--- config.mk ---
export PLATFORM = sky130hd
export DESIGN_NAME = uuencode_line_encoder
export DESIGN_NICKNAME = d
export VERILOG_FILES = /design/src/rtl/core/uule_pkg.sv /design/src/rtl/core/uule_ctrl.sv /design/src/rtl/core/uule_dpath.sv /design/src/rtl/core/uuencode_line_encoder.sv
export SDC_FILE = /design/constraint.sdc
export NUM_CORES = 1
export LEC_CHECK = 0
export ABC_AREA = 1
export BUFFER_PORTS_ARGS = -buffer_cell sky130_fd_sc_hd__buf_2
export CAP_MARGIN = 30
export CELL_PAD_IN_SITES_DETAIL_PLACEMENT = 1
export CELL_PAD_IN_SITES_GLOBAL_PLACEMENT = 1
export CORE_ASPECT_RATIO = 0.7
export CORE_MARGIN = 10
export CORE_UTILIZATION = 45
export CTS_CLUSTER_SIZE = 24
export DETAILED_ROUTE_END_ITERATION = 6
export GPL_ROUTABILITY_DRIVEN = 0
export MAX_ROUTING_LAYER = met4
export PLACE_DENSITY_LB_ADDON = 0.25
export SYNTH_ARGS = -nofsm -noshare
export SYNTH_HDL_FRONTEND = slang
export SYNTH_SLANG_ARGS = --single-unit
export TNS_END_PERCENT = 50
--- constraint.sdc ---
create_clock -name clk -period 3.3 [get_ports clk]
set_clock_uncertainty 0.1 [all_clocks]
set_input_delay 0.165 -clock clk [delete_from_list [all_inputs] [get_ports clk]]
set_output_delay 0.165 -clock clk [all_outputs]
set_load 0.03 [all_outputs]
--- src/rtl/core/uule_pkg.sv ---
`timescale 1ns / 1ps
// ----------------------------------------------------------------------------
// uule_pkg
// Shared constants, command/status types and the character map of the
// uuencode line encoder.
// ----------------------------------------------------------------------------
package uule_pkg;

  // Bytes in one full line and the widths that follow from it
  localparam int LINE_BYTES = 45;
  localparam int CNT_W      = 6;
  localparam int ADDR_W     = 6;

  // Character source codes
  localparam logic [2:0] CH_LEN = 3'd0;
  localparam logic [2:0] CH_G0  = 3'd1;
  localparam logic [2:0] CH_G1  = 3'd2;
  localparam logic [2:0] CH_G2  = 3'd3;
  localparam logic [2:0] CH_G3  = 3'd4;
  localparam logic [2:0] CH_NL  = 3'd5;
  localparam logic [2:0] CH_BT  = 3'd6;

  localparam logic [6:0] ASCII_NL = 7'h0A;
  localparam logic [6:0] ASCII_BT = 7'h60;
  localparam logic [6:0] ASCII_SP = 7'h20;

  // Controller to datapath
  typedef struct packed {
    logic       accept;
    logic       load;
    logic       last;
    logic [2:0] char_sel;
    logic       clr_count;
    logic       base_clr;
    logic       base_adv;
    logic       rd_en;
    logic [1:0] rd_off;
    logic       cap_en;
    logic [1:0] cap_idx;
  } cmd_t;

  // Datapath to controller
  typedef struct packed {
    logic line_full;
    logic pend_nz;
    logic load_ok;
    logic more;
  } stat_t;

  // Map six bits to a printable character, zero going to backtick
  function automatic logic [6:0] enc6(input logic [5:0] v);
    logic [6:0] c;
    c = (v == 6'd0) ? ASCII_BT : ({1'b0, v} + ASCII_SP);
    return c;
  endfunction

endpackage

--- src/rtl/core/uule_ctrl.sv ---
`timescale 1ns / 1ps
// ----------------------------------------------------------------------------
// uule_ctrl
// Sequencer: takes input transactions, then steps through length character,
// byte groups, newline and terminator line.
// ----------------------------------------------------------------------------
module uule_ctrl (
  input  logic            clk,
  input  logic            rst,
  input  logic            in_valid,
  output logic            in_ready,
  input  logic            end_of_data,
  input  uule_pkg::stat_t st,
  output uule_pkg::cmd_t  cmd
);

  localparam logic [3:0] S_IDLE = 4'd0;
  localparam logic [3:0] S_LEN  = 4'd1;
  localparam logic [3:0] S_RD0  = 4'd2;
  localparam logic [3:0] S_RD1  = 4'd3;
  localparam logic [3:0] S_RD2  = 4'd4;
  localparam logic [3:0] S_RD3  = 4'd5;
  localparam logic [3:0] S_CH0  = 4'd6;
  localparam logic [3:0] S_CH1  = 4'd7;
  localparam logic [3:0] S_CH2  = 4'd8;
  localparam logic [3:0] S_CH3  = 4'd9;
  localparam logic [3:0] S_NL   = 4'd10;
  localparam logic [3:0] S_TB   = 4'd11;
  localparam logic [3:0] S_TN   = 4'd12;

  logic [3:0] state;
  logic [3:0] state_next;
  logic       term;
  logic       term_next;

  assign in_ready = (state == S_IDLE);

  // Next state and commands
  always_comb begin
    state_next   = state;
    term_next    = term;
    cmd          = '0;
    cmd.accept   = in_valid && (state == S_IDLE);
    unique case (state)
      S_IDLE: begin
        if (cmd.accept) begin
          term_next = end_of_data;
          if (st.line_full || (end_of_data && st.pend_nz)) begin
            state_next = S_LEN;
          end else if (end_of_data) begin
            state_next = S_TB;
          end
        end
      end
      S_LEN: begin
        cmd.char_sel = uule_pkg::CH_LEN;
        if (st.load_ok) begin
          cmd.load     = 1'b1;
          cmd.base_clr = 1'b1;
          state_next   = S_RD0;
        end
      end
      S_RD0: begin
        cmd.rd_en  = 1'b1;
        cmd.rd_off = 2'd0;
        state_next = S_RD1;
      end
      S_RD1: begin
        cmd.cap_en  = 1'b1;
        cmd.cap_idx = 2'd0;
        cmd.rd_en   = 1'b1;
        cmd.rd_off  = 2'd1;
        state_next  = S_RD2;
      end
      S_RD2: begin
        cmd.cap_en  = 1'b1;
        cmd.cap_idx = 2'd1;
        cmd.rd_en   = 1'b1;
        cmd.rd_off  = 2'd2;
        state_next  = S_RD3;
      end
      S_RD3: begin
        cmd.cap_en  = 1'b1;
        cmd.cap_idx = 2'd2;
        state_next  = S_CH0;
      end
      S_CH0: begin
        cmd.char_sel = uule_pkg::CH_G0;
        if (st.load_ok) begin
          cmd.load   = 1'b1;
          state_next = S_CH1;
        end
      end
      S_CH1: begin
        cmd.char_sel = uule_pkg::CH_G1;
        if (st.load_ok) begin
          cmd.load   = 1'b1;
          state_next = S_CH2;
        end
      end
      S_CH2: begin
        cmd.char_sel = uule_pkg::CH_G2;
        if (st.load_ok) begin
          cmd.load   = 1'b1;
          state_next = S_CH3;
        end
      end
      S_CH3: begin
        cmd.char_sel = uule_pkg::CH_G3;
        if (st.load_ok) begin
          cmd.load     = 1'b1;
          cmd.base_adv = 1'b1;
          state_next   = st.more ? S_RD0 : S_NL;
        end
      end
      S_NL: begin
        cmd.char_sel = uule_pkg::CH_NL;
        cmd.last     = !term;
        if (st.load_ok) begin
          cmd.load      = 1'b1;
          cmd.clr_count = 1'b1;
          state_next    = term ? S_TB : S_IDLE;
        end
      end
      S_TB: begin
        cmd.char_sel = uule_pkg::CH_BT;
        if (st.load_ok) begin
          cmd.load   = 1'b1;
          state_next = S_TN;
        end
      end
      S_TN: begin
        cmd.char_sel = uule_pkg::CH_NL;
        cmd.last     = 1'b1;
        if (st.load_ok) begin
          cmd.load   = 1'b1;
          state_next = S_IDLE;
        end
      end
      default: begin
        state_next = S_IDLE;
      end
    endcase
  end

  // Hold state and the pending terminator flag
  always_ff @(posedge clk) begin
    if (rst) begin
      state <= S_IDLE;
      term  <= 1'b0;
    end else begin
      state <= state_next;
      term  <= term_next;
    end
  end

endmodule

--- src/rtl/core/uule_dpath.sv ---
`timescale 1ns / 1ps
// ----------------------------------------------------------------------------
// uule_dpath
// Line buffer, byte count, group registers, character map and the output
// register of the uuencode line encoder.
// ----------------------------------------------------------------------------
module uule_dpath (
  input  logic                           clk,
  input  logic                           rst,
  input  logic [7:0]                     data_byte,
  input  logic                           has_byte,
  input  uule_pkg::cmd_t                 cmd,
  output uule_pkg::stat_t                st,
  output logic                           out_valid,
  input  logic                           out_ready,
  output logic [6:0]                     out_char,
  output logic                           last_of_run
);

  logic [7:0]                  mem [uule_pkg::LINE_BYTES];
  logic [uule_pkg::CNT_W-1:0]  count;
  logic [uule_pkg::CNT_W-1:0]  count_after;
  logic [uule_pkg::ADDR_W-1:0] base;
  logic [uule_pkg::ADDR_W-1:0] rd_addr;
  logic [7:0]                  rd_data;
  logic                        rd_hit;
  logic [7:0]                  cap_byte;
  logic [7:0]                  grp_a;
  logic [7:0]                  grp_b;
  logic [7:0]                  grp_c;
  logic [6:0]                  char_next;

  assign count_after = count + {{(uule_pkg::CNT_W-1){1'b0}}, has_byte};
  assign rd_addr     = base + {{(uule_pkg::ADDR_W-2){1'b0}}, cmd.rd_off};

  // Status for the sequencer
  assign st.line_full = has_byte && (count_after == uule_pkg::CNT_W'(uule_pkg::LINE_BYTES));
  assign st.pend_nz   = (count_after != '0);
  assign st.load_ok   = !out_valid || out_ready;
  assign st.more      = ({1'b0, base} + 7'd3) < {1'b0, count};

  // Store an incoming byte; read one entry per cycle
  always_ff @(posedge clk) begin
    if (cmd.accept && has_byte) begin
      mem[count] <= data_byte;
    end
    if (cmd.rd_en) begin
      rd_data <= mem[rd_addr];
      rd_hit  <= ({1'b0, rd_addr} < {1'b0, count});
    end
  end

  // Advance the byte count and the group base
  always_ff @(posedge clk) begin
    if (rst) begin
      count <= '0;
      base  <= '0;
    end else begin
      if (cmd.clr_count) begin
        count <= '0;
      end else if (cmd.accept) begin
        count <= count_after;
      end
      if (cmd.base_clr) begin
        base <= '0;
      end else if (cmd.base_adv) begin
        base <= base + uule_pkg::ADDR_W'(3);
      end
    end
  end

  // Capture group bytes, padding past the line end with zero
  assign cap_byte = rd_hit ? rd_data : 8'h00;

  always_ff @(posedge clk) begin
    if (cmd.cap_en) begin
      unique case (cmd.cap_idx)
        2'd0:    grp_a <= cap_byte;
        2'd1:    grp_b <= cap_byte;
        default: grp_c <= cap_byte;
      endcase
    end
  end

  // Pick the next character
  always_comb begin
    unique case (cmd.char_sel)
      uule_pkg::CH_LEN: char_next = uule_pkg::enc6(count);
      uule_pkg::CH_G0:  char_next = uule_pkg::enc6(grp_a[7:2]);
      uule_pkg::CH_G1:  char_next = uule_pkg::enc6({grp_a[1:0], grp_b[7:4]});
      uule_pkg::CH_G2:  char_next = uule_pkg::enc6({grp_b[3:0], grp_c[7:6]});
      uule_pkg::CH_G3:  char_next = uule_pkg::enc6(grp_c[5:0]);
      uule_pkg::CH_BT:  char_next = uule_pkg::ASCII_BT;
      default:          char_next = uule_pkg::ASCII_NL;
    endcase
  end

  // Output register
  always_ff @(posedge clk) begin
    if (rst) begin
      out_valid <= 1'b0;
    end else if (cmd.load) begin
      out_valid <= 1'b1;
    end else if (out_ready) begin
      out_valid <= 1'b0;
    end
  end

  always_ff @(posedge clk) begin
    if (cmd.load) begin
      out_char    <= char_next;
      last_of_run <= cmd.last;
    end
  end

  // Checks
  a_count_bound: assert property (@(posedge clk) disable iff (rst)
    count <= uule_pkg::CNT_W'(uule_pkg::LINE_BYTES))
    else $error("byte count beyond line length");

  a_load_room: assert property (@(posedge clk) disable iff (rst)
    cmd.load |-> (!out_valid || out_ready))
    else $error("output register overwritten");

  a_rd_range: assert property (@(posedge clk) disable iff (rst)
    cmd.rd_en |-> ({1'b0, rd_addr} < 7'(uule_pkg::LINE_BYTES)))
    else $error("buffer read out of range");

  a_cap_after_rd: assert property (@(posedge clk) disable iff (rst)
    cmd.cap_en |-> $past(cmd.rd_en))
    else $error("group capture without a read");

endmodule

--- src/rtl/core/uuencode_line_encoder.sv ---
`timescale 1ns / 1ps
// ----------------------------------------------------------------------------
// uuencode_line_encoder
// Collects raw bytes into lines of up to 45 and sends each line uuencoded,
// one character per transaction, followed by a terminator line at end of data.
// ----------------------------------------------------------------------------
//  Channel  Handshake            Payload
//  input    in_valid/in_ready    data_byte, has_byte, end_of_data
//  output   out_valid/out_ready  out_char, last_of_run
//
//  An input transaction that only stores a byte leaves the sequencer idle.
//  A line of n bytes is sent as a length character, ceil(n/3) groups and a
//  newline: the single buffer read port fetches each 3-byte group in states
//  RD0 to RD3 and the output register then carries its four characters, one
//  per cycle. The terminator line is a backtick and a newline. Stalls on
//  out_ready hold the sequence. Reset (rst, synchronous) clears the count,
//  sequencer and output valid; the line buffer is not cleared.
// ----------------------------------------------------------------------------
module uuencode_line_encoder (
  input  logic       clk,
  input  logic       rst,
  input  logic       in_valid,
  output logic       in_ready,
  input  logic [7:0] data_byte,
  input  logic       has_byte,
  input  logic       end_of_data,
  output logic       out_valid,
  input  logic       out_ready,
  output logic [6:0] out_char,
  output logic       last_of_run
);

  uule_pkg::cmd_t  cmd;
  uule_pkg::stat_t st;

  // Sequencer
  uule_ctrl u_ctrl (
    .clk         (clk),
    .rst         (rst),
    .in_valid    (in_valid),
    .in_ready    (in_ready),
    .end_of_data (end_of_data),
    .st          (st),
    .cmd         (cmd)
  );

  // Buffer and character datapath
  uule_dpath u_dpath (
    .clk         (clk),
    .rst         (rst),
    .data_byte   (data_byte),
    .has_byte    (has_byte),
    .cmd         (cmd),
    .st          (st),
    .out_valid   (out_valid),
    .out_ready   (out_ready),
    .out_char    (out_char),
    .last_of_run (last_of_run)
  );

endmodule
Word level (Yosys, flattened, before mapping)

Memories as Yosys holds them, arrays and structs flattened. A register that Yosys moved wholly into a read port is not among the register bits.
Index checks and enable logic that the tools add are counted.

Latch bits: 0
Flip-flop bits (word level): 51
Logic and storage cells: 115
Output and inout bits: 10
Memories kept: 1
RAM bits: 360
Memory bits (read-only): 0

Add/sub/neg operators: 9
Bitwise operators: 1
Reduce and logical (&&, ||, !) cells: 28
Multiplexer cells: 34
Multipliers: 0
Equal/unequal tests: 29
Shift-type cells: 0
Div/mod/pow operators: 0
Order comparisons: 2

Memory list:

| name        | words | width | read ports | clocked after memory_dff | write ports | RTL line         | RTL |
|---|---|---|---|---|---|---|---|
| u_dpath.mem | 45    | 8     | 1          | 1                        | 1           | uule_dpath.sv:20 | `logic [7:0] mem [uule_pkg::LINE_BYTES];` |

Operators by type and width:

| operator                                                         | count |
|---|---|
| 4-bit two-way mux                                                | 13 |
| 4-bit one-hot mux with 13 select lines                           | 1 |
| 7-bit one-hot mux with 6 select lines                            | 1 |
| 6-bit by 6-bit adder with 7-bit output (second input constant)   | 5 |
| 7-bit two-way mux                                                | 5 |
| 6-bit zero test                                                  | 5 |
| 4-bit == test (second input constant)                            | 5 |
| 3-bit one-hot mux with 3 select lines                            | 2 |
| 3-bit one-hot mux with 6 select lines                            | 1 |
| 4-bit by 3-bit == test with 1-bit output (second input constant) | 4 |
| 2-bit != test (second input constant)                            | 8 |
| 10-bit AND reduction                                             | 1 |
| 1-bit two-way mux                                                | 9 |
| 4-bit by 2-bit == test with 1-bit output (second input constant) | 2 |
| 8-bit two-way mux                                                | 1 |
| 2-bit AND reduction                                              | 4 |
| 2-bit OR reduction                                               | 4 |
| 8-bit OR reduction                                               | 1 |
| 6-bit by 2-bit adder with 7-bit output (second input constant)   | 1 |
| 7-bit by 6-bit < comparator with 1-bit output                    | 1 |
| 6-bit by 1-bit adder with 6-bit output                           | 1 |
| 6-bit by 2-bit adder with 6-bit output                           | 1 |
| 6-bit by 2-bit adder with 6-bit output (second input constant)   | 1 |
| 3-bit by 2-bit == test with 1-bit output (second input constant) | 2 |
| 18 further kinds                                                 | 24 |

Depth between registers and ports, before layout

Gate-level depths: netlist of run 1.

Word-level depth: 7
Gate-level depth with buffers: 17

Hierarchy

Synthesis of run 1 repeated with hierarchy kept, for this count alone.

Cell total of the unflattened synthesis: 1762
Area total of the unflattened synthesis: 18430.2 µm²

By module, submodules not included:

| module     | times used | sequential area each (µm²) | area an instance (µm²) | cells each |
|---|---|---|---|---|
| uule_dpath | 1          | 12301.8                    | 17820.8                | 1651 |
| uule_ctrl  | 1          | 100.1                      | 609.3                  | 111 |

Least setup slack after synthesis of run 1

No wires, ideal clock.

Kind: reg-to-reg
From: register u_ctrl.state[2]
To: register u_dpath.rd_hit (data pin)
Cell stages (with the launch flop): 15
Setup time: 0.146 ns
Setup slack: 0.437 ns
Data arrival time: 2.617 ns
Clock period less this slack: 2.863 ns
Path through: dfxtp_1 nor2_2 inv_2 nor2_1 ha_1 fa_1 xnor2_1 buf_4 inv_2 ha_1 a21oi_1 nor2_1 o21ai_0 nand2_1 a21oi_1

Cells in the longest elaborated chain, start to end: 4
Elaborated cells between the ends (all ways): 6
Classes of those cells: add/sub (1); order compare (1); eq/ne (3); mux (1)

Ends and longest elaborated chain:

| what                                                                                                        | RTL line         | RTL |
|---|---|---|
| from (decl)                                                                                                 | uule_ctrl.sv:31  | `logic [3:0] state;` |
| from (signal assigned)                                                                                      | uule_ctrl.sv:152 | `state <= state_next;` |
| 4-bit by 3-bit == test with 1-bit output / 4-bit by 2-bit == test with 1-bit output (equally long branches) | uule_ctrl.sv:44  | `unique case (state)` |
| 3-bit one-hot mux with 3 select lines (*)                                                                   | uule_ctrl.sv:44  |  |
| 6-bit by 2-bit adder with 6-bit output (*)                                                                  | uule_dpath.sv:34 | `assign rd_addr = base + {{(uule_pkg::ADDR_W-2){1'b0}}, cmd.rd_off};` |
| 6-bit < comparator (*)                                                                                      | uule_dpath.sv:49 | `rd_hit <= ({1'b0, rd_addr} < {1'b0, count});` |
| to (signal assigned)                                                                                        | uule_dpath.sv:49 |  |
| to (decl)                                                                                                   | uule_dpath.sv:26 | `logic rd_hit;` |

Every way passes the cells marked *; elsewhere a longest branch is shown, timed or not.
A chain may end at the register's enable or synchronous reset.

Worst setup path in the final report of run 1

From: register u_ctrl.state[1]
To: register u_dpath.rd_data[2] (read register of u_dpath.mem) (data pin)

Cells in the longest elaborated chain, start to end: 3
Elaborated cells between the ends (all ways): 5
Classes of those cells: add/sub (1); eq/ne (3); mux (1)

Ends and longest elaborated chain:

| what                                                                                                        | RTL line         | RTL |
|---|---|---|
| 4-bit by 3-bit == test with 1-bit output / 4-bit by 2-bit == test with 1-bit output (equally long branches) | uule_ctrl.sv:44  |  |
| 3-bit one-hot mux with 3 select lines (*)                                                                   | uule_ctrl.sv:44  |  |
| 6-bit by 2-bit adder with 6-bit output                                                                      | uule_dpath.sv:34 |  |
| to (decl)                                                                                                   | uule_dpath.sv:25 | `logic [7:0] rd_data;` |

Marked as above.

==> results of run 1 <==
## worst min-delay path by stage
| stage | end |
|---|---|
| CTS | u_dpath.count[0]$_SDFFE_PP0P_ |
| finish | u_dpath.mem[32][2]$_DFFE_PP_ |
| detailed placement | u_ctrl.state[2]$_SDFFE_PP0P_ |
| floorplan | u_ctrl.state[1]$_SDFFE_PP0P_ |
| global route | u_dpath.mem[39][2]$_DFFE_PP_ |
| global placement | u_ctrl.state[2]$_SDFFE_PP0P_ |
## report_power, final
part | switching [mW] | total, mW | internal, mW
Clock | 1.95 | 4.24 | 2.28
Combinational | 2.53 | 3.62 | 1.09
Sequential | 0.211 | 6.40 | 6.19
## flip-flops by register name, summed over array words and instances (netlist names)
name / count
u_dpath.mem: 360
u_dpath.grp_a: 8
u_dpath.grp_b: 8
u_dpath.grp_c: 8
u_dpath.rd_data: 8
u_dpath.out_char: 7
u_dpath.base: 6
u_dpath.count: 6
u_ctrl.state: 4
u_ctrl.term: 1
u_dpath.last_of_run: 1
u_dpath.out_valid: 1
u_dpath.rd_hit: 1
## worst max-delay path, delay by kind of cell, from the launching register on
kind | cells | cell delay (ps)
buffers and inverters | 2 | 310
flip-flops | 1 | 370
AO/OA/AOI/OAI | 3 | 570
AND/OR/NAND/NOR | 6 | 590
adder cells (fa/ha/maj) | 2 | 1030
## metal layers
metal | up-vias | wire, um
met5 | - | 0
met4 | 0 | 818
met3 | 64 | 3478
met2 | 366 | 21630
met1 | 6194 | 23410
li1 | 5446 | -
## Yosys cell counts (15+ instances only)
library cell	count
ha_1	15
nand2_1	90
inv_1	56
edfxtp_1	401
o211ai_1	82
clkbuf_1	31
nor2_1	328
o21ai_0	220
nand3_1	44
buf_2	33
a21oi_1	24
dfxtp_1	18
## per-stage QoR
step                      setup TNS, ps  util (%)
after floorplan                       0         -
after global placement           -66.92     48.47
after detailed placement         -504.6     48.47
after CTS                             0     51.73
after global routing             -82.59     52.32
final                                 0     52.32
## cell usage in the layout, fill, tap and decap left out, types with 10 or more instances in the layout
master / Yosys / final
edfxtp_1: 401 / 401
nor2_1: 328 / 326
o21ai_0: 220 / 215
nand2_1: 90 / 88
o211ai_1: 82 / 82
buf_4: 5 / 61
inv_1: 56 / 55
nand3_1: 44 / 43
clkbuf_16: 0 / 43
a21oi_1: 24 / 24
buf_2: 33 / 23
o21ai_1: 13 / 17
ha_1: 15 / 14
dfxtp_1: 18 / 14
buf_12: 0 / 13
o22ai_1: 12 / 12
inv_2: 10 / 10
clkbuf_1: 31 / 10
## cell type report
class / count / area share (%)
timing repair buffer: 110 / 5.201
clock buffer: 51 / 5.288
sequential: 419 / 61.73
inverter: 66 / 1.244
clock inverter: 18 / 0.4728
multi-input combinational: 896 / 22.79
tap: 527 / 3.279
## what timing repair did
action	in CTS	in global routing
endpoints found under the setup margin	7	9
pin swaps	2	6
endpoints found under the hold margin	8	25
setup buffers	2	1
hold buffers	5	3
cloned	0	2
gates resized for setup	7	15
## cell families after synthesis
| logic type | count (synthesis) | share of synthesized area [%] |
|---|---|---|
| AND/OR/NAND/NOR | 495 | 11.60 |
| flip-flops | 419 | 70.74 |
| AO/OA/AOI/OAI | 370 | 12.18 |
| buffers and inverters | 142 | 3.440 |
| adder cells (fa/ha/maj) | 16 | 1.185 |
| multiplexers | 8 | 0.4568 |
| XOR/XNOR | 7 | 0.3926 |
==> summary.txt, run 1 <==
Cells and area
  – Final instance area: 20,110 um^2
  – Footprint of the multi-input gates: 4583 um^2
  – Ant. Diodes: 0
  – Fill count: 4,032
  – Layout cells sized above 1: 12.44%
  – Final net count: 1,564
  – Area added between synthesis and finish: 14.72%
  – Sequential cell area: 12,410 um^2
  – Fin cells: 2,087

Logic synthesis
  – Mapped cell area: 17,530 um^2
  – Ys flop type: edfxtp_1
  – Syn_nets: 1,487
  – Mean Syn Cell Area: 12.03 um^2
  – Flops & latches, synth: 419
  – EDFF count, synth: 401
  – Top-area cell type share of the netlist area: 68.68%
  – Most area-hungry cell type in the Yosys netlist: edfxtp_1
  – Seq/Total Area, Yosys: 70.74%
  – Synth warn: 0
  – Cells after Synth: 1,457
  – FFs w/ async S/R, synth: 0%
  – Top cells by area, synth: edfxtp_1, nor2_1, o21ai_0
  – Post-synth cell types: 46

CTS
  – Max Buffers Root-to-Sink: 3
  – CTS tree: built
  – Cts bufs inserted: 41
  – Clk Latency, worst-skew pair: 550 ps
  – Root Buffer: clkbuf_16
  – Htree depth: 2
  – Clock Sink Count: 419
  – CTS clk-pin slew, worst paths: 70 ps

Placement
  – Number of cells after detailed placement: 2,001
  – Setup Slack @ Placement: -170.8 ps
  – Port Buffers: 23
  – Area after DPL: 18,630 um^2
  – Post-detail-place hpwl: 31,300 um

Global routing
  – First-pass GRT wire length: 75,520 um
  – Vias in the first global route: 12.30k
  – Largest net degree at the start of global routing: 77
  – Top Usage Layer GRT: met2
  – Total grt overflow: 0
  – GRT Util Overall: 21.27%
  – Initial antenna violation count: 0
  – Met2 Track Usage GR: 31.39%
  – Met1 Track Usage GR: 30.11%
  – Global Route met3 Usage: 3.984%

Floorplanning
  – Core area: 38,440 um^2
  – Die Wd: 255.9 um
  – # IOs: 24
  – Cell Rows: 60
  – Die height: 185.1 um
  – Die Area: 47,380 um^2
  – Starting Density: 45.61%

Min path
  – HP Start: data_byte[2]
  – HP Class: in -> reg
  – Hold path cells: 1

Worst setup path
  – Critical Path Sink: u_dpath.rd_data[2]$_DFFE_PP_
  – R2R setup slack: 70 ps
  – Critical path launch point type: flop
  – Reg2reg path depth: 13
  – Max FO, Critical Path: 31
  – R2r endpoint: u_dpath.rd_data[2]$_DFFE_PP_
  – Critical R2R Launch: u_ctrl.state[1]$_SDFFE_PP0P_
  – Req. time, crit path: 3510 ps
  – WP data arrival: 3440 ps
  – CP Class: reg -> reg
  – Crit path launch: u_ctrl.state[1]$_SDFFE_PP0P_
  – Largest stage delay, worst path: 870 ps
  – Worst Setup End Kind: flop
  – Slowest stage cell, crit path: fa_4
  – CP cell instances: nand2_2 > nor2_4 > ha_4 > fa_4 > buf_12 > buf_12 > nor2_1 > o21ai_0 > o21ai_0 > o211ai_1 > nand3_1 > nand3_1 > nand2_1

Drt
  – DRC violations left: 0
  – Iteration-0 DRC Markers: 956
  – Via Count: 12.07k
  – Vias/cell: 5.783
  – Wire per inst: 23.64 um
  – Post-route ant nets: 0
  – DR pass1 iterations: 5
  – WL final: 49,330 um

STA
  – Max Freq: 309.6 MHz
  – Slew headroom: 35.49%
  – Period utilization: 97.88%
  – Slew @ Worst Pin: 967.6 ps
  – Post-route setup slack: 70.04 ps
  – Final worst path period need: 3230 ps
  – RSZ-0062 raised after global routing: true
  – Pins Over Slew Limit: 0
  – Hold_ws: 57.31 ps
  – Final setup vio count: 0
  – Final Hold Vio Count: 0

Power and ir drop
  – PD cells: 709.1 nW/um^2
  – Max VDD drop: 0.0004903 V
  – Tot Pwr: 14.26 mW
  – Leakage: 6.816 nW

Flow run
  – Max-cap violations: 0

Run status
  – Outcome: completed
Power figures use the tool's default switching activity.
==> inputs of run 2 (changes only) <==
ABC_AREA = unset   (was 1)
SLEW_MARGIN = 25   (was unset)
==> run 2 against run 1 <==
  * The flow now finishes with violations (setup timing)
  * Cell count decreased by 23%
  * Sequential share of layout area decreased by 0.93 points
  * Worst setup slack got worse by 190 ps
  * Critical path type unchanged
==> summary.txt, run 2 <==
Run status
  – Outcome: complete, but fails checks
  – Failing checks: setup timing

Drt
  – Via Count: 9,431
  – DR pass1 iterations: 5
  – WL final: 43,160 um
  – Post-route ant nets: 0
  – Vias/cell: 5.880
  – Wire per inst: 26.91 um
  – DRC violations left: 0
  – Iteration-0 DRC Markers: 892

Floorplanning
  – Die Wd: 253.5 um
  – Die Area: 46,500 um^2
  – Cell Rows: 59
  – Die height: 183.4 um
  – Core area: 37,430 um^2
  – # IOs: 24
  – Starting Density: 45.88%

Worst setup path
  – Max FO, Critical Path: 5
  – CP cell instances: inv_2 > nand2_4 > nor2_4 > ha_4 > fa_4 > buf_12 > buf_12 > mux4_2 > mux2_4 > o211ai_1 > a31oi_1
  – Largest stage delay, worst path: 890 ps
  – WP data arrival: 3610 ps
  – Critical Path Most Common Cell: buf_12
  – Critical path launch point type: flop
  – CP Class: reg -> reg
  – Worst Setup End Kind: flop
  – Worst path buffer plus inverter count: 3
  – Req. time, crit path: 3500 ps
  – Slowest stage cell, crit path: fa_4
  – Delay-heaviest family, CP: adder cells

CTS
  – Cts bufs inserted: 41
  – Root Buffer: clkbuf_16
  – Clk Latency, worst-skew pair: 570 ps
  – CTS clk-pin slew, worst paths: 60 ps
  – Htree depth: 2
  – Max Buffers Root-to-Sink: 3
  – Clock Sink Count: 419
  – CTS tree: built

Logic synthesis
  – Syn_nets: 964
  – Synth warn: 0
  – Seq/Total Area, Yosys: 72.22%
  – EDFF count, synth: 401
  – Synth top cells by count: edfxtp_1, mux4_2, nor2_1, nand2_1, nand3_1
  – Mapped cell area: 17,170 um^2
  – Most area-hungry cell type in the Yosys netlist: edfxtp_1
  – Cell with the most instances after synthesis: edfxtp_1
  – Mean Syn Cell Area: 18.38 um^2
  – Cells after Synth: 934
  – Post-synth cell types: 61
  – Flops & latches, synth: 419
  – Ys flop type: edfxtp_1
  – Top-area cell type share of the netlist area: 70.13%
  – FFs w/ async S/R, synth: 0%
  – Top cells by area, synth: edfxtp_1, mux4_2, dfxtp_1

Cells and area
  – Number of flip-flops in the largest register: 360
  – Layout cells sized above 1: 30.91%
  – Area added between synthesis and finish: 18.84%
  – Most common cell after layout, fill and taps aside: edfxtp_1
  – Reg with most FFs: u_dpath.mem
  – Final net count: 1,117
  – Ant. Diodes: 0
  – Most frequent cells in the layout: edfxtp_1, buf_4, mux4_2

Power and ir drop
  – Max VDD drop: 0.0004658 V
  – Leakage: 6.644 nW
  – Tot Pwr: 13.79 mW
  – PD cells: 675.7 nW/um^2

STA
  – Slew headroom: 37.66%
  – Pins Over Slew Limit: 0
  – Period utilization: 103.5%
  – Final worst path period need: 3416 ps
  – Post-route setup slack: -115.7 ps
  – Max Freq: 292.8 MHz
  – Final setup vio count: 2
  – Final Hold Vio Count: 0
  – Hold_ws: 79.51 ps
  – RSZ-0062 raised after global routing: true
  – Slew @ Worst Pin: 935.1 ps

Min path
  – HP Class: in -> reg

Placement
  – Setup Slack @ Placement: -177.3 ps
  – Port Buffers: 23
  – Post-detail-place hpwl: 27,960 um

Global routing
  – Total grt overflow: 0
  – Largest net degree at the start of global routing: 46
  – First-pass GRT wire length: 64,380 um
  – Vias in the first global route: 9,706
  – Initial antenna violation count: 0
  – GRT Util Overall: 19.24%

Flow run
  – Max-cap violations: 0
## run 2: report_power, final
part,switching [mW],internal [mW]
combinational,1.53,1.30
sequential,0.0781,6.07
clock,2.03,2.78
total,3.64,10.1
## run 2: worst min-delay path, delay by kind of cell
kind                     cells  cell delay [ps]
adder cells (fa/ha/maj)      1              200
buffers and inverters        1              150
AO/OA/AOI/OAI                1              110
AND/OR/NAND/NOR              1               60
## run 2: cell families after synthesis
group	share of synthesized area (%)
AO/OA/AOI/OAI	4.161
XOR/XNOR	0.8671
adder cells (fa/ha/maj)	1.210
buffers and inverters	1.741
flip-flops	72.22
multiplexers	14.62
AND/OR/NAND/NOR	5.174
## run 2: what timing repair did
action	in CTS	in global routing
setup endpoints to repair	4	23
buffers inserted	4	8
resized for setup	14	19
hold endpoints to repair	8	51
hold buffers	5	4
cloned	1	1
pin swaps	6	13
## run 2: layer usage
layer | GRT usage, % | vias to the layer above | wire, um
met5 | - | - | 0
met4 | 4.445 | 0 | 842
met3 | 3.912 | 59 | 3032
met2 | 27.05 | 323 | 19050
met1 | 28.30 | 4977 | 20240
li1 | - | 4072 | -
## run 2: final timing paths
path / startpoint / endpoint / slack [ps] / cells after the start
hold reg to reg: u_dpath.base[5]$_SDFFE_PP0P_ / u_dpath.base[5]$_SDFFE_PP0P_ / 470 / 2
hold / removal: has_byte / u_dpath.count[0]$_SDFFE_PP0P_ / 80 / 4
setup reg to reg: u_ctrl.state[3]$_SDFFE_PP0P_ / u_dpath.rd_data[0]$_DFFE_PP_ / -120 / 11
setup / recovery: u_ctrl.state[3]$_SDFFE_PP0P_ / u_dpath.rd_data[0]$_DFFE_PP_ / -120 / 11
## run 2: final cells by class
type,count,area [um^2]
Clock buffer,47,1059
Clock inverter,25,289.0
Fill cell,3340,17020
Inverter,17,63.81
Multi-Input combinational cell,452,4627
Sequential cell,419,12410
Tap cell,488,610.6
Timing Repair Buffer,156,1351
## run 2: through the flow
stage | setup TNS (ps) | instances | utilization, % | cell area [um^2]
floorplan | -13.98 | 934 | - | 17210
global placement | -356.5 | 1506 | 49.79 | 18640
detailed placement | -440.4 | 1506 | 49.79 | 18640
CTS | -122.3 | 1588 | 53.84 | 20150
global route | -486.5 | 1604 | 54.52 | 20410
finish | -133.5 | 1604 | 54.52 | 20410
